--- src/rtl/core/dsdr_pkg.sv ---
// shared types, register codes and the digit segment tables of the digit renderer
package dsdr_pkg;

  // sizes fixed by the field widths
  localparam int unsigned ValueW = 15;
  localparam int unsigned CoordW = 8;
  localparam int unsigned DigitW = 4;
  localparam int unsigned SegIdxW = 3;
  localparam int unsigned CfgIdxW = 3;
  localparam int unsigned MaxDigitsDefault = 5;

  // reciprocal of ten, exact for every 15-bit value
  localparam int unsigned RecipShift = 19;
  localparam logic [15:0] RecipTen = 16'd52429;

  // register indexes
  localparam logic [CfgIdxW-1:0] CFG_ORIGIN_X = 3'd0;
  localparam logic [CfgIdxW-1:0] CFG_ORIGIN_Y = 3'd1;
  localparam logic [CfgIdxW-1:0] CFG_DIGIT_PITCH = 3'd2;
  localparam logic [CfgIdxW-1:0] CFG_DIGIT_WIDTH = 3'd3;
  localparam logic [CfgIdxW-1:0] CFG_DIGIT_HEIGHT = 3'd4;

  // register reset values
  localparam logic [CoordW-1:0] RST_ORIGIN_X = 8'd30;
  localparam logic [CoordW-1:0] RST_ORIGIN_Y = 8'd22;
  localparam logic [CoordW-1:0] RST_DIGIT_PITCH = 8'd15;
  localparam logic [CoordW-1:0] RST_DIGIT_WIDTH = 8'd10;
  localparam logic [CoordW-1:0] RST_DIGIT_HEIGHT = 8'd20;

  // offset and length selectors
  typedef enum logic [1:0] {
    SEL_ZERO  = 2'd0,
    SEL_WIDTH = 2'd1,
    SEL_HALF  = 2'd2,
    SEL_FULL  = 2'd3
  } sel_e;

  typedef struct packed {
    sel_e xs;
    sel_e ys;
    sel_e ls;
    logic vert;
  } seg_t;

  // horizontal segment at an offset, full width long
  function automatic seg_t hseg(sel_e xs, sel_e ys);
    seg_t r;
    r.xs = xs;
    r.ys = ys;
    r.ls = SEL_WIDTH;
    r.vert = 1'b0;
    return r;
  endfunction

  function automatic seg_t vseg(sel_e xs, sel_e ys, sel_e ls);
    seg_t r;
    r.xs = xs;
    r.ys = ys;
    r.ls = ls;
    r.vert = 1'b1;
    return r;
  endfunction

  // number of segments of each digit
  function automatic logic [SegIdxW-1:0] seg_count(logic [DigitW-1:0] d);
    logic [SegIdxW-1:0] c;
    case (d)
      4'd0: c = 3'd4;
      4'd1: c = 3'd1;
      4'd2: c = 3'd5;
      4'd3: c = 3'd4;
      4'd4: c = 3'd3;
      4'd5: c = 3'd5;
      4'd6: c = 3'd5;
      4'd7: c = 3'd2;
      4'd8: c = 3'd5;
      4'd9: c = 3'd5;
      default: c = 3'd1;
    endcase
    return c;
  endfunction

  // segment s of digit d, in drawing order
  function automatic seg_t seg_lookup(logic [DigitW-1:0] d, logic [SegIdxW-1:0] s);
    seg_t r;
    r = hseg(SEL_ZERO, SEL_ZERO);
    case (d)
      4'd0: begin
        case (s)
          3'd1: r = hseg(SEL_ZERO, SEL_FULL);
          3'd2: r = vseg(SEL_ZERO, SEL_ZERO, SEL_FULL);
          3'd3: r = vseg(SEL_WIDTH, SEL_ZERO, SEL_FULL);
          default: r = hseg(SEL_ZERO, SEL_ZERO);
        endcase
      end
      4'd1: r = vseg(SEL_WIDTH, SEL_ZERO, SEL_FULL);
      4'd2: begin
        case (s)
          3'd1: r = vseg(SEL_WIDTH, SEL_ZERO, SEL_HALF);
          3'd2: r = hseg(SEL_ZERO, SEL_HALF);
          3'd3: r = vseg(SEL_ZERO, SEL_HALF, SEL_HALF);
          3'd4: r = hseg(SEL_ZERO, SEL_FULL);
          default: r = hseg(SEL_ZERO, SEL_ZERO);
        endcase
      end
      4'd3: begin
        case (s)
          3'd1: r = hseg(SEL_ZERO, SEL_HALF);
          3'd2: r = hseg(SEL_ZERO, SEL_FULL);
          3'd3: r = vseg(SEL_WIDTH, SEL_ZERO, SEL_FULL);
          default: r = hseg(SEL_ZERO, SEL_ZERO);
        endcase
      end
      4'd4: begin
        case (s)
          3'd1: r = hseg(SEL_ZERO, SEL_HALF);
          3'd2: r = vseg(SEL_WIDTH, SEL_ZERO, SEL_FULL);
          default: r = vseg(SEL_ZERO, SEL_ZERO, SEL_HALF);
        endcase
      end
      4'd5: begin
        case (s)
          3'd1: r = vseg(SEL_ZERO, SEL_ZERO, SEL_HALF);
          3'd2: r = hseg(SEL_ZERO, SEL_HALF);
          3'd3: r = vseg(SEL_WIDTH, SEL_HALF, SEL_HALF);
          3'd4: r = hseg(SEL_ZERO, SEL_FULL);
          default: r = hseg(SEL_ZERO, SEL_ZERO);
        endcase
      end
      4'd6: begin
        case (s)
          3'd1: r = hseg(SEL_ZERO, SEL_HALF);
          3'd2: r = hseg(SEL_ZERO, SEL_FULL);
          3'd3: r = vseg(SEL_WIDTH, SEL_HALF, SEL_HALF);
          3'd4: r = vseg(SEL_ZERO, SEL_ZERO, SEL_FULL);
          default: r = hseg(SEL_ZERO, SEL_ZERO);
        endcase
      end
      4'd7: begin
        case (s)
          3'd1: r = vseg(SEL_WIDTH, SEL_ZERO, SEL_FULL);
          default: r = hseg(SEL_ZERO, SEL_ZERO);
        endcase
      end
      4'd8: begin
        case (s)
          3'd1: r = hseg(SEL_ZERO, SEL_HALF);
          3'd2: r = hseg(SEL_ZERO, SEL_FULL);
          3'd3: r = vseg(SEL_ZERO, SEL_ZERO, SEL_FULL);
          3'd4: r = vseg(SEL_WIDTH, SEL_ZERO, SEL_FULL);
          default: r = hseg(SEL_ZERO, SEL_ZERO);
        endcase
      end
      4'd9: begin
        case (s)
          3'd1: r = hseg(SEL_ZERO, SEL_HALF);
          3'd2: r = hseg(SEL_ZERO, SEL_FULL);
          3'd3: r = vseg(SEL_ZERO, SEL_ZERO, SEL_HALF);
          3'd4: r = vseg(SEL_WIDTH, SEL_ZERO, SEL_FULL);
          default: r = hseg(SEL_ZERO, SEL_ZERO);
        endcase
      end
      default: r = hseg(SEL_ZERO, SEL_ZERO);
    endcase
    return r;
  endfunction

  // selector to offset or length
  function automatic logic [CoordW-1:0] pick(sel_e sel, logic [CoordW-1:0] w,
                                             logic [CoordW-1:0] h);
    logic [CoordW-1:0] r;
    case (sel)
      SEL_WIDTH: r = w;
      SEL_HALF:  r = h >> 1;
      SEL_FULL:  r = h;
      default:   r = '0;
    endcase
    return r;
  endfunction

endpackage

--- src/rtl/core/decimal_segment_digit_renderer_core.sv ---
// top level of the digit renderer: digit split by ten, then one segment per cycle
//
//  channel | signals                                    | direction
//  --------+--------------------------------------------+----------
//  in      | in_valid_i, in_ready_o, value_i            | input
//  out     | out_valid_o, out_ready_i, seg_x_o, seg_y_o, | output
//          | seg_length_o, vertical_o, last_o           |
//  cfg     | cfg_valid_i, cfg_ready_o, cfg_index_i,     | input
//          | cfg_data_i                                 |
//
// An item whose value has d decimal digits (none for zero) and S segments goes
// through these steps: it is accepted in idle, takes one divide per digit in the
// shared multiply-by-reciprocal divide-by-ten unit and one step to leave it, then
// yields one segment per cycle out of the output register while the output is not stalled.
// The input is not ready until the last segment is loaded into that register.
// Reset restores the register defaults and returns the sequencer to idle.
// An output stall holds the segment sequencer; configuration is always ready.
module decimal_segment_digit_renderer_core #(
  parameter int unsigned MAX_DIGITS = dsdr_pkg::MaxDigitsDefault
) (
  input  logic                          clk_i,
  input  logic                          rst_ni,
  input  logic                          in_valid_i,
  output logic                          in_ready_o,
  input  logic [dsdr_pkg::ValueW-1:0]   value_i,
  output logic                          out_valid_o,
  input  logic                          out_ready_i,
  output logic [dsdr_pkg::CoordW-1:0]   seg_x_o,
  output logic [dsdr_pkg::CoordW-1:0]   seg_y_o,
  output logic [dsdr_pkg::CoordW-1:0]   seg_length_o,
  output logic                          vertical_o,
  output logic                          last_o,
  input  logic                          cfg_valid_i,
  output logic                          cfg_ready_o,
  input  logic [dsdr_pkg::CfgIdxW-1:0]  cfg_index_i,
  input  logic [dsdr_pkg::CoordW-1:0]   cfg_data_i
);
  import dsdr_pkg::*;

  localparam int unsigned IdxW = (MAX_DIGITS > 1) ? $clog2(MAX_DIGITS) : 1;
  localparam int unsigned CntW = $clog2(MAX_DIGITS + 1);
  localparam logic [CntW-1:0] MaxCnt = CntW'(MAX_DIGITS);

  typedef enum logic [2:0] {
    ST_IDLE = 3'b001,
    ST_DIV  = 3'b010,
    ST_EMIT = 3'b100
  } state_e;

  state_e state_q, state_d;

  logic [CoordW-1:0] origin_x_q, origin_y_q, digit_pitch_q, digit_width_q, digit_height_q;

  logic [ValueW-1:0] num_q, num_d;
  logic [CntW-1:0]   n_q, n_d;
  logic [CntW-1:0]   nz_q, nz_d;
  logic [DigitW-1:0] digs_q [MAX_DIGITS];
  logic [IdxW-1:0]   p_q, p_d;
  logic [SegIdxW-1:0] s_q, s_d;
  logic              zero_q, zero_d;
  logic [CoordW-1:0] bx_q, bx_d;

  logic              out_valid_q, out_valid_d;
  logic [CoordW-1:0] seg_x_q, seg_y_q, seg_length_q;
  logic              vertical_q, last_q;

  // shared divide-by-ten unit
  logic [ValueW+15:0] prod;
  logic [ValueW-1:0]  quot;
  logic [ValueW-1:0]  rem_full;
  logic [DigitW-1:0]  rem;
  logic               div_done;
  logic               dig_wr;

  assign prod     = num_q * RecipTen;
  assign quot     = ValueW'(prod >> RecipShift);
  assign rem_full = num_q - (quot << 3) - (quot << 1);
  assign rem      = rem_full[DigitW-1:0];
  assign div_done = (num_q == '0) || (n_q == MaxCnt);
  assign dig_wr   = (state_q == ST_DIV) && !div_done;

  // current digit and segment
  logic [DigitW-1:0]  cur_dig;
  logic [SegIdxW-1:0] cur_cnt;
  seg_t               cur_seg;
  logic               seg_last_of_dig;
  logic               seg_last;
  logic               load_out;

  assign cur_dig         = zero_q ? '0 : digs_q[p_q];
  assign cur_cnt         = seg_count(cur_dig);
  assign cur_seg         = seg_lookup(cur_dig, s_q);
  assign seg_last_of_dig = (s_q == cur_cnt - 3'd1);
  assign seg_last        = seg_last_of_dig && (p_q == '0);
  assign load_out        = (state_q == ST_EMIT) && (!out_valid_q || out_ready_i);

  assign in_ready_o  = (state_q == ST_IDLE);
  assign cfg_ready_o = 1'b1;

  // sequencer
  always_comb begin
    state_d     = state_q;
    num_d       = num_q;
    n_d         = n_q;
    nz_d        = nz_q;
    p_d         = p_q;
    s_d         = s_q;
    zero_d      = zero_q;
    bx_d        = bx_q;
    out_valid_d = out_valid_q;
    if (out_valid_q && out_ready_i) begin
      out_valid_d = 1'b0;
    end
    case (state_q)
      ST_IDLE: begin
        if (in_valid_i) begin
          num_d   = value_i;
          n_d     = '0;
          nz_d    = '0;
          state_d = ST_DIV;
        end
      end
      ST_DIV: begin
        if (div_done) begin
          zero_d  = (nz_q == '0);
          p_d     = (nz_q == '0) ? '0 : IdxW'(nz_q - 1'b1);
          s_d     = '0;
          bx_d    = origin_x_q + digit_pitch_q;
          state_d = ST_EMIT;
        end else begin
          num_d = quot;
          n_d   = n_q + 1'b1;
          if (rem != '0) begin
            nz_d = n_q + 1'b1;
          end
        end
      end
      ST_EMIT: begin
        if (load_out) begin
          out_valid_d = 1'b1;
          if (seg_last) begin
            state_d = ST_IDLE;
          end else if (seg_last_of_dig) begin
            s_d  = '0;
            p_d  = p_q - 1'b1;
            bx_d = bx_q + digit_pitch_q;
          end else begin
            s_d = s_q + 1'b1;
          end
        end
      end
      default: state_d = ST_IDLE;
    endcase
  end

  // control registers
  always_ff @(posedge clk_i or negedge rst_ni) begin
    if (!rst_ni) begin
      state_q     <= ST_IDLE;
      out_valid_q <= 1'b0;
      n_q         <= '0;
      nz_q        <= '0;
      p_q         <= '0;
      s_q         <= '0;
      zero_q      <= 1'b0;
    end else begin
      state_q     <= state_d;
      out_valid_q <= out_valid_d;
      n_q         <= n_d;
      nz_q        <= nz_d;
      p_q         <= p_d;
      s_q         <= s_d;
      zero_q      <= zero_d;
    end
  end

  // datapath registers and digit store
  always_ff @(posedge clk_i) begin
    num_q <= num_d;
    bx_q  <= bx_d;
    if (dig_wr) begin
      digs_q[n_q[IdxW-1:0]] <= rem;
    end
    if (load_out) begin
      seg_x_q      <= bx_q + pick(cur_seg.xs, digit_width_q, digit_height_q);
      seg_y_q      <= origin_y_q + pick(cur_seg.ys, digit_width_q, digit_height_q);
      seg_length_q <= pick(cur_seg.ls, digit_width_q, digit_height_q);
      vertical_q   <= cur_seg.vert;
      last_q       <= seg_last;
    end
  end

  // configuration registers
  always_ff @(posedge clk_i or negedge rst_ni) begin
    if (!rst_ni) begin
      origin_x_q     <= RST_ORIGIN_X;
      origin_y_q     <= RST_ORIGIN_Y;
      digit_pitch_q  <= RST_DIGIT_PITCH;
      digit_width_q  <= RST_DIGIT_WIDTH;
      digit_height_q <= RST_DIGIT_HEIGHT;
    end else if (cfg_valid_i) begin
      case (cfg_index_i)
        CFG_ORIGIN_X:     origin_x_q     <= cfg_data_i;
        CFG_ORIGIN_Y:     origin_y_q     <= cfg_data_i;
        CFG_DIGIT_PITCH:  digit_pitch_q  <= cfg_data_i;
        CFG_DIGIT_WIDTH:  digit_width_q  <= cfg_data_i;
        CFG_DIGIT_HEIGHT: digit_height_q <= cfg_data_i;
        default: ;
      endcase
    end
  end

  assign out_valid_o  = out_valid_q;
  assign seg_x_o      = seg_x_q;
  assign seg_y_o      = seg_y_q;
  assign seg_length_o = seg_length_q;
  assign vertical_o   = vertical_q;
  assign last_o       = last_q;

  // checks
  a_accept_starts_div: assert property (@(posedge clk_i) disable iff (!rst_ni)
    (in_valid_i && in_ready_o) |=> (state_q == ST_DIV))
    else $error("accepted transaction did not start the divide");

  a_nz_bounded: assert property (@(posedge clk_i) disable iff (!rst_ni)
    (nz_q <= n_q) && (n_q <= MaxCnt))
    else $error("digit counters out of range");

  a_emit_index: assert property (@(posedge clk_i) disable iff (!rst_ni)
    (state_q == ST_EMIT) |-> (zero_q || (CntW'(p_q) < nz_q)))
    else $error("digit index beyond drawn digits");

  a_last_ends: assert property (@(posedge clk_i) disable iff (!rst_ni)
    (load_out && seg_last) |=> (state_q == ST_IDLE) && out_valid_o && last_o)
    else $error("last segment did not end the transaction");

endmodule

--- config.mk ---
export PLATFORM = sky130hd
export DESIGN_NAME = decimal_segment_digit_renderer_core
export DESIGN_NICKNAME = d
export VERILOG_FILES = /design/src/rtl/core/dsdr_pkg.sv /design/src/rtl/core/decimal_segment_digit_renderer_core.sv
export SDC_FILE = /design/constraint.sdc
export NUM_CORES = 1
export LEC_CHECK = 0
export ABC_AREA = 1
export BUFFER_PORTS_ARGS = -buffer_cell sky130_fd_sc_hd__buf_2
export CORE_MARGIN = 3
export CORE_UTILIZATION = 40
export CTS_BUF_LIST = sky130_fd_sc_hd__clkbuf_16
export DETAILED_ROUTE_END_ITERATION = 8
export HOLD_SLACK_MARGIN = 0.05
export SETUP_SLACK_MARGIN = 0.1
export SYNTH_ARGS = -nofsm -noshare
export SYNTH_HDL_FRONTEND = slang
export SYNTH_SLANG_ARGS = --single-unit
--- constraint.sdc ---
create_clock -name clk_i -period 11.6 [get_ports clk_i]
set_clock_uncertainty 0.05 [all_clocks]
set_input_delay 2.9 -clock clk_i [delete_from_list [all_inputs] [get_ports clk_i]]
set_output_delay 2.9 -clock clk_i [all_outputs]
set_load 0.03 [all_outputs]
Word-level counts from Yosys, hierarchy flattened:

Memory sizes are Yosys's and may differ from the RTL's.
Index checks and enable logic that the tools add are counted.

* output and inout bits: 29
* memories kept: 2
* bits in registers: 106
* memory bits (writable): 20
* memory bits (read-only): 48
* bits of input ports: 31
* logic and storage cells: 150

* reduce and logical (&&, ||, !) cells: 27
* eq/ne operators: 39
* add/subtract/negate cells: 11
* mux-type cells: 51
* multipliers: 1

Memories
* (no name shown): words 16, bits a word 3, read ports 1, clocked after Yosys merged registers in 0, wr ports 0, line dsdr_pkg.sv:67 `case (d)`
* digs_q: words 5, bits a word 4, read ports 1, clocked after Yosys merged registers in 0, wr ports 1, line decimal_segment_digit_renderer_core.sv:57 `logic [DigitW-1:0] digs_q [MAX_DIGITS];`

Operator list (number)
* $pmux 6 s4: 5
* $pmux 8 s3: 3
* $pmux 6 s10: 1
* $mux 3: 17
* $mux 8: 6
* $pmux 6 s3: 2
* $add 8x8->8: 4
* $mul 15x16->31 const B: 1
* $mux 15: 2
* $pmux 15 s2: 1
* $pmux 3 s2: 4
* $eq 4x3->1 const B: 4
* $pmux 8 s2: 1
* $eq 3x2->1 const B: 5
* $logic_not 15->1: 1
* $ne 2x2->1 const B: 7
* $eq 2x2->1 const B: 6
* $eq 3x3->1 const B: 4
* $pmux 6 s2: 1
* $reduce_and 2->1: 6
* $reduce_and 4->1: 3
* $eq 3x1->1 const B: 3
* $logic_not 3->1: 3
* $pmux 3 s3: 1
* other kinds (20): 38

Logic depth before layout (Yosys ltp):

Gate-level depths: netlist (run 1).
An unclocked memory read counts as a cell.

* depth after elaboration: 9
* depth in mapped cells: 31

Least setup slack after synthesis (run 1):

OpenSTA, ideal clock, no wires.

* path kind: reg-to-reg
* start point: reg num_q[13]
* end point: reg nz_q[2]
* period minus slack after synthesis: 5659 ps
* stages on the path, launching flop included: 27
* data required time: 11429 ps
* library setup time: 121 ps
* path buffers: 0
* arrival: 5488 ps
* setup slack: 5941 ps
* cells stage by stage: edfxtp_1 -> inv_1 -> ha_1 -> inv_1 -> fa_1 -> fa_1 -> inv_1 -> fa_1 -> inv_1 -> fa_1 -> inv_1 -> fa_1 -> inv_1 -> ha_1 -> nand2_1 -> nand2_1 -> a31oi_1 -> o21ai_0 -> a21oi_1 -> xnor2_1 -> ha_1 -> xnor2_1 -> nor4_1 -> nand2_1 -> nand2_1 -> nand2_1 -> nand2_1

* elaborated cells on any way between the ends: 9

RTL lines
* start, declared: line decimal_segment_digit_renderer_core.sv:54 `logic [ValueW-1:0] num_q, num_d;`
* start signal, assigned: line decimal_segment_digit_renderer_core.sv:179 `num_q <= num_d;`
* $mul 15x16->31: line decimal_segment_digit_renderer_core.sv:75 `assign prod = num_q * RecipTen;`
* $sub 4x4->4: line decimal_segment_digit_renderer_core.sv:77 `assign rem_full = num_q - (quot << 3) - (quot << 1);`
* net rem_full[2]: line decimal_segment_digit_renderer_core.sv:70 `logic [ValueW-1:0] rem_full;`
* $reduce_bool 4->1: line decimal_segment_digit_renderer_core.sv:133 `if (rem != '0) begin`
* $ne 2x1->1 (no line)
* $reduce_and 4->1 (no line)
* end signal, assigned: line decimal_segment_digit_renderer_core.sv:170 `nz_q <= nz_d;`
* end, declared: line decimal_segment_digit_renderer_core.sv:56 `logic [CntW-1:0] nz_q, nz_d;`

The timed path passes the listed nets, and every way through them passes these cells.
A chain may end at the register's enable or synchronous reset.

Final worst setup path (run 1):

* start point: reg num_q[6]
* end point: reg nz_q[1]

Same word-level chain as after synthesis.

==> results of run 1 <==
-- synthesized netlist by cell type, types with 4 or more instances --
cell      instances  share of area (%)
nand2_1         270                9.2
xor2_1           29                2.3
xnor2_1          11               0.87
clkbuf_1          9               0.31
nand4_1          14               0.80
a31oi_1           4               0.23
nor3_1           10               0.45
inv_1           219                7.5
a21o_1            8               0.55
nor2_2            4               0.23
o21bai_1          8               0.55
fa_1             57                 10
o21ai_0          77                3.5
nor2_1           71                2.4
dfrtp_1          41                9.3
edfxtp_1         69                 19
nand2_2          10               0.57
or2_2             8               0.45
dfstp_2          16                3.8
inv_2             8               0.27
ha_1            162                 18
nand3b_1          5               0.34
nand3_2           4               0.36
a21oi_1          40                1.8
nand3_1          73                3.3
o21ai_1          12               0.55
-- kinds of logic (layout without fill, tap and decap cells) --
family,after synthesis,in the layout,share of synthesized area (%)
xor gates and xnor gates,40,40,3.18
buffers and inverters,244,326,8.55
adders and majority gates,219,219,28.8
AOI/OAI and AO/OA,160,160,8.03
other,1,1,0.0341
DFF,126,126,31.9
and+or+nand+nor,483,483,19.4
muxes,1,1,0.0909
-- worst max-delay path, delay by kind of cell (launching register included) --
kind | cells | cell delay [ps]
adders and majority gates | 7 | 3040
and+or+nand+nor | 9 | 980
xor gates and xnor gates | 2 | 670
DFF | 1 | 610
AOI/OAI and AO/OA | 3 | 490
buffers and inverters | 6 | 420
-- metrics by stage --
stage	instances	util, %
after floorplan	1274	-
after global placement	1665	43.3
after detailed placement	1665	43.3
after CTS	1697	45.5
after global routing	1697	45.5
final	1697	45.5
-- sequential cells by signal (all words and copies together) (netlist names), 3 cells and up --
name	count
state_q	3
seg_length_o	8
n_q	3
origin_x_q	8
origin_y_q	8
num_q	15
digit_height_q	8
seg_x_o	8
bx_q	8
s_q	3
seg_y_o	8
digs_q	20
digit_pitch_q	8
nz_q	3
digit_width_q	8
p_q	3
-- path summary, 6_finish.rpt --
check | end | cells past startpoint
setup / recovery | nz_q[1]$_DFFE_PN0P_ | 27
hold / removal | origin_x_q[7]$_DFFE_PN0P_ | 2
setup reg to reg | nz_q[1]$_DFFE_PN0P_ | 27
hold reg to reg | origin_x_q[7]$_DFFE_PN0P_ | 2
max in group asynchronous | origin_x_q[0]$_DFFE_PN0P_ | 2
min in group asynchronous | origin_y_q[0]$_DFFE_PN0P_ | 2
-- layer usage --
metal  vias up  wire length [µm]
met1      3990             12000
li1       4292                 -
met5         -                 0
met4         0               794
met2       187             12600
met3        42              1030
-- final cells by class --
class / count / area (µm²) / share of cell area [%]
Sequential cell: 126 / 3520 / 28.6
Inverter: 232 / 878 / 7.15
Clock buffer: 18 / 450 / 3.66
Multi-Input combinational cell: 904 / 6560 / 53.4
Tap cell: 341 / 427 / 3.47
Clock inverter: 14 / 136 / 1.11
Timing Repair Buffer: 62 / 320 / 2.61
==> results.tsv, run 1 <==
metric	value	unit
status	finished clean	
synth_edf_count	69	
use_met2	30.7	%
cts.clk_slew.worst_paths	70	ps
postSynth.asyncResetShare	45.2	%
initial_utilization	40.7	%
nFillCells	2603	
synth.avg_cell_area	8.64	µm²
clock_sinks	126	
critPathMaxFanout	8	
yosysUniqueCellTypes	49	
cp.required	11850	ps
antenna_found_initial	0	
track_usage	18.6	%
diodes	0	
grt_max_degree	58	
dieArea	29600	µm²
hold_viol	0	
port_buffers	58	
design_area	12300	µm²
clock_latency	420	ps
final_layout_size_suffix_gt1_share	11.6	%
cts_htree_levels	4	
layout_commonest_cell	nand2_1	
slew_viol_final	0	
placed_area	11700	µm²
drt_wl_total	26.4	mm
ys_ff_latch	126	
drtAntennaViolNets	0	
period_needed	6370	ps
layout_common_cells	270 x nand2_1, 219 x inv_1, 162 x ha_1	
overflow	0	
timing.hold.ws	442	ps
tightest_slew	977	ps
avgViaCountPerCell	5.02	
io_pins	60	
cp.arrival	6620	ps
synth_area	11000	µm²
hpwlAfterDp	21.2	mm
die_w	172	µm
via_count	8511	
yosysWarningCount	0	
slowest_delay	610	ps
fin_crit_sh	54.9	%
syn_nets	1524	
critical_path_class	reg -> reg	
cpMostUsedCell	nand2_1	
cp_slowest_cell	edfxtp_1	
cts_buffer_depth	2	
use_met1	24.6	%
setup_ws	5230	ps
fp-row-count	60	
area_delta_synth_final	11.6	%
endpoint_kind	flop	
synthFlopType	edfxtp_1	
pre_cts_ws	5340	ps
yosysSeqAreaShare	31.9	%
use_met3	3.20	%
hold_buffers	0	
hp-start	origin_x_q[7]$_DFFE_PN0P_	
setup_viol	0	
slew_headroom	34.5	%
globalplace.congestion	0.914	
timing.rr.start	num_q[6]$_DFFE_PP_	
postCtsSetupRepairBufs	0	
die_h	172	µm
hold_path.class	reg -> reg	
grt_pass1_wl	43.0	mm
drc	0	
crit_start	num_q[6]$_DFFE_PP_	
busiest_layer	met2	
grt_pass1_vias	8429	
wl_per_cell	15.6	µm
core_area	27000	µm²
regToRegSetupSlack	5230	ps
clockRootBuffer	clkbuf_16	
max_freq	0.157	GHz
cts_made_buffers	17	
drt_iter0_markers	557	
fin_nets	1593	
cap_viol_max_count	0	
setup_tns	0	ps
synth_cells	1274	
dr.pass1.iters	5	
critPathLaunchType	flop	
rsz0062_at_grt	false	
cts_resized	0	
cts_tree	built	
Power of run 1 is not shown: default switching activity piles up to over one toggle a cycle in this logic, so the estimate is an artifact.
==> run 2: changes to the inputs <==
==> constraint.sdc (replaced) <==
create_clock -name clk_i -period 6.5 [get_ports clk_i]
set_clock_uncertainty 0.05 [all_clocks]
set_input_delay 1.625 -clock clk_i [delete_from_list [all_inputs] [get_ports clk_i]]
set_output_delay 1.625 -clock clk_i [all_outputs]
set_load 0.03 [all_outputs]
==> run 2 against run 1 <==
Register-to-register slack worse by 4800 ps. Non-clock buffer count is 17 higher. Final cell count is 1.0% higher. Sequential share of layout area is 0.48 points lower. Worst setup slack worse by 4800 ps. Critical path type unchanged.
==> results.tsv, run 2 (synthesis results as in run 1) <==
metric	value	unit	change
status	finished clean		
cpMostUsedCell	inv_1		
antenna_found_initial	0		unchanged
tightest_slew	893	ps	-84.3 ps
cts_htree_levels	4		unchanged
layout_commonest_cell	nand2_1		
nFillCells	2656		+2.0%
io_pins	60		unchanged
port_buffers	58		unchanged
cts_tree	built		
whs_endpoint	origin_x_q[0]$_DFFE_PN0P_		
layout_common_cells	266 x nand2_1, 218 x inv_1, 161 x ha_1		
drt_wl_total	26.3	mm	-0.46%
track_usage	18.3	%	-0.30 points
clock_sinks	126		unchanged
grt_max_degree	58		unchanged
slew_headroom	40.1	%	+5.7 points
worstReg2RegEnd	nz_q[1]$_DFFE_PN0P_		
avgViaCountPerCell	5.00		-0.38%
critical_path_class	reg -> reg		
diodes	0		unchanged
timing.rr.start	num_q[13]$_SDFFCE_PP0P_		
drtAntennaViolNets	0		unchanged
overflow	0		unchanged
final_cells	1714		+1.0%
dr.pass1.iters	5		unchanged
regToRegSetupSlack	390	ps	-4840 ps
rr_worst_depth	26		-3.7%
setup_tns	0	ps	unchanged
area_delta_synth_final	13.5	%	
fp-row-count	60		unchanged
fin_crit_sh	93.9	%	+39 points
hold_viol	0		unchanged
clock_latency	420	ps	about the same
endpoint_kind	flop		
period_needed	6110	ps	-264 ps
grt_pass1_vias	8447		+0.21%
cp_slowest_cell	fa_1		
clockRootBuffer	clkbuf_16		
hold_depth	2		unchanged
pre_cts_ws	167	ps	-5170 ps
wl_per_cell	15.3	µm	-1.4%
drc	0		unchanged
via_count	8564		+0.62%
multi_input_area	6640	µm²	+1.1%
die_w	172	µm	unchanged
critPathMaxFanout	6		-2
largest_reg_flops	20		unchanged
drt_iter0_markers	510		-8.4%
hpwlAfterDp	21.2	mm	-0.19%
fin_nets	1610		+1.1%
die_h	172	µm	unchanged
ff_latch_area	3520	µm²	unchanged
cts.clk_slew.worst_paths	60	ps	about the same
cp.required	6800	ps	-5050 ps
grt_pass1_wl	42.4	mm	-1.3%
rsz0062_at_grt	false		
globalplace.congestion	0.903		-1.2%
core_area	27000	µm²	unchanged
cap_viol_max_count	0		unchanged
hp-start	origin_x_q[0]$_DFFE_PN0P_		
slowest_delay	540	ps	-70 ps
cts_buffer_depth	2		unchanged
cts_made_buffers	17		unchanged
hold_path.class	reg -> reg		
dieArea	29600	µm²	unchanged
final_layout_size_suffix_gt1_share	13.8	%	+2.3 points
critPathLaunchType	flop		
cp.arrival	6400	ps	-220 ps
max_freq	0.164	GHz	+4.3%
setup_viol	0		unchanged
placed_cells	1668		+0.18%
initial_utilization	40.7	%	unchanged
setup_ws	394	ps	-4840 ps
slew_viol_final	0		unchanged
-- run 2: changes by cell type in the layout (fill, tap and decap cells not counted), sizes merged --
cell,previous run,this run
buf,62,79
bufinv,0,1
inv,239,238
clkbuf,18,17
clkinv,5,6
-- run 2: timing repair --
item,CTS,global route
hold buffers,0,0
resized for setup,0,17
buffers inserted,0,14
setup endpoints to repair,0,8
-- run 2: how the worst max path moves through the flow --
stage / startpoint / to / slack, ps / cells past startpoint
after floorplan: num_q[13]$_SDFFCE_PP0P_ / nz_q[2]$_DFFE_PN0P_ / 840 / 26
after global placement: num_q[13]$_SDFFCE_PP0P_ / nz_q[2]$_DFFE_PN0P_ / 340 / 26
after detailed placement: num_q[13]$_SDFFCE_PP0P_ / nz_q[1]$_DFFE_PN0P_ / 170 / 26
after CTS: num_q[13]$_SDFFCE_PP0P_ / nz_q[1]$_DFFE_PN0P_ / 110 / 26
after global routing: num_q[13]$_SDFFCE_PP0P_ / nz_q[1]$_DFFE_PN0P_ / 130 / 26
final: num_q[13]$_SDFFCE_PP0P_ / nz_q[1]$_DFFE_PN0P_ / 390 / 26
-- run 2: routing by layer --
metal | up-vias | global-route usage, % | part of all wire, %
met5 | - | 0 | 0
met4 | 0 | 5.21 | 2.1
met3 | 29 | 3.48 | 4.0
met2 | 176 | 31.0 | 48
met1 | 4041 | 23.9 | 45
li1 | 4318 | - | -
-- run 2: final cells by class --
| type | instances | area share [%] |
|---|---|---|
| multi-input cells | 904 | 53.1 |
| flip-flops and latches | 126 | 28.1 |
| inverters | 232 | 7.03 |
| repair buffers | 79 | 3.58 |
| well taps | 341 | 3.41 |
| clock buffers | 17 | 3.40 |
| clock inverters | 15 | 1.36 |
-- run 2: through the flow --
stage          area [µm²]  utilization (%)  hold WS (ps)
3_3_place_gp        11700             43.4           420
4_1_cts             12300             45.6           440
6_report            12500             46.3           441
5_1_grt             12500             46.3           463
3_5_place_dp        11700             43.4           426
2_1_floorplan       11000                -           402
-- run 2: critical path, delay by kind of cell, from the launching register on --
family | cells | cell delay, ps
DFF | 1 | 390
adders and majority gates | 8 | 3460
buffers and inverters | 6 | 380
and+or+nand+nor | 7 | 870
AOI/OAI and AO/OA | 3 | 480
xor gates and xnor gates | 2 | 370
Power of run 2 is left out for the same reason.
==> run 3: changes to the inputs <==
--- a/config.mk
+++ b/config.mk
@@ -7,6 +7,7 @@
 export LEC_CHECK = 0
 export ABC_AREA = 1
 export BUFFER_PORTS_ARGS = -buffer_cell sky130_fd_sc_hd__buf_2
+export CORE_ASPECT_RATIO = 0.5
 export CORE_MARGIN = 3
 export CORE_UTILIZATION = 40
 export CTS_BUF_LIST = sky130_fd_sc_hd__clkbuf_16
==> run 3 against run 2 <==
Critical path depth unchanged. Via count decreased by 0.48%. Wire length increased by 0.56%. Count of clock-buffer cells in the layout increased by 1. Global-route usage increased by 0.44 points. Critical path type unchanged. Largest cell class unchanged.
==> results.tsv, run 3 (synthesis results as in run 1) <==
metric	value	unit	change
endpoint_kind	flop		
slew_viol_final	0		unchanged
cts_made_buffers	17		unchanged
clock_latency	430	ps	about the same
clock_sinks	126		unchanged
timing.hold.ws	441	ps	-0.0630 ps
fin_nets	1600		-0.62%
cts_buffer_depth	2		unchanged
slowest_delay	550	ps	about the same
cts_htree_levels	4		unchanged
die_w	241	µm	+40%
initial_utilization	41.2	%	+0.42 points
setup_viol	0		unchanged
drt_wl_total	26.4	mm	+0.56%
clockRootBuffer	clkbuf_16		
wl_per_cell	15.4	µm	+0.50%
regToRegSetupSlack	480	ps	+80 ps
grt_pass1_wl	43.3	mm	+2.1%
hpwlAfterDp	21.6	mm	+2.0%
port_buffers	58		unchanged
period_needed	6020	ps	-81.3 ps
cp.required	6810	ps	about the same
avgViaCountPerCell	4.97		-0.54%
hold_buffers	0		unchanged
dr.pass1.iters	5		unchanged
hold_path.class	reg -> reg		
hold_viol	0		unchanged
track_usage	18.7	%	+0.44 points
layout_commonest_cell	nand2_1		
layout_common_cells	266 x nand2_1, 218 x inv_1, 161 x ha_1		
cp_slowest_cell	fa_1		
cpMostUsedCell	inv_1		
path_buf_inv	7		+1
drt_iter0_markers	606		+19%
cts.clk_slew.worst_paths	60	ps	about the same
fin_crit_sh	92.7	%	-1.3 points
largest_reg_flops	20		unchanged
design_area	12400	µm²	-0.51%
max_freq	0.166	GHz	+1.4%
status	finished clean		
core_area	26700	µm²	-1.0%
cts_tree	built		
final_layout_size_suffix_gt1_share	13.2	%	-0.63 points
placed_area	11700	µm²	+0.12%
area_delta_synth_final	12.9	%	
tightest_slew	828	ps	-65.2 ps
rsz0062_at_grt	false		
via_count	8523		-0.48%
grt_pass1_vias	8360		-1.0%
antenna_found_initial	0		unchanged
critPathMaxFanout	6		unchanged
cp_top_family	adder cells		
die_h	123	µm	-28%
setup_tns	0	ps	unchanged
dieArea	29700	µm²	+0.41%
cap_viol_max_count	0		unchanged
diodes	0		unchanged
grt_max_degree	58		unchanged
io_pins	60		unchanged
critical_path_class	reg -> reg		
fp-row-count	42		-30%
cp.arrival	6340	ps	-60 ps
drc	0		unchanged
globalplace.congestion	0.925		+2.4%
critPathLaunchType	flop		
overflow	0		unchanged
drtAntennaViolNets	0		unchanged
slew_headroom	44.5	%	+4.4 points
final_util	46.5	%	+0.24 points
-- run 3: cell count changes in the layout (fill, tap and decap cells not counted) --
cell / change
a31oi_1: +1
clkinv_4: +1
clkbuf_16: +1
buf_4: -10
inv_4: +1
a31oi_2: -1
inv_8: -2
clkinv_8: -1
nor2_2: +1
nor2_1: -1
-- run 3: stage by stage --
step | cells | worst slack [ps]
floorplan | 1274 | 841
global placement | 1679 | 274
detailed placement | 1679 | 188
CTS | 1711 | 167
global route | 1715 | 84.4
finish | 1715 | 475
-- run 3: worst paths after layout --
kind,from,end,cells past startpoint
hold / removal,origin_x_q[2]$_DFFE_PN1P_,origin_x_q[2]$_DFFE_PN1P_,2
max in group asynchronous,rst_ni,origin_x_q[0]$_DFFE_PN0P_,2
min in group asynchronous,rst_ni,digit_width_q[0]$_DFFE_PN0P_,2
setup / recovery,num_q[14]$_SDFFCE_PP0P_,nz_q[2]$_DFFE_PN0P_,26
hold reg to reg,origin_x_q[2]$_DFFE_PN1P_,origin_x_q[2]$_DFFE_PN1P_,2
setup reg to reg,num_q[14]$_SDFFCE_PP0P_,nz_q[2]$_DFFE_PN0P_,26
-- run 3: cell type report --
type / count / area [µm²]
clock buffer: 18 / 450
clock inverter: 14 / 146
fill: 2597 / 14300
inverter: 232 / 878
multi-input combinational: 904 / 6630
sequential: 126 / 3520
tap: 352 / 440
timing repair buffer: 69 / 373
-- run 3: layer usage --
layer	share of wire (%)	global-route usage, %	wire, µm	up-vias
li1	-	-	-	4300
met2	48	32.2	12800	156
met3	3.1	2.83	817	28
met5	0	0	0	-
met1	47	24.8	12400	4039
met4	1.5	5.06	389	0
-- run 3: timing repair --
item | 4_1_cts | 5_1_grt
setup buffers | 0 | 4
endpoints found under the hold margin | 0 | 0
endpoints found under the setup margin | 0 | 13
gates resized for setup | 0 | 17
-- run 3: worst min-delay path, delay by kind of cell (launching register included) --
family,cells,cell delay [ps]
compound gates,1,70
flops,1,360
simple gates,1,50
Power of run 3 is left out for the same reason.
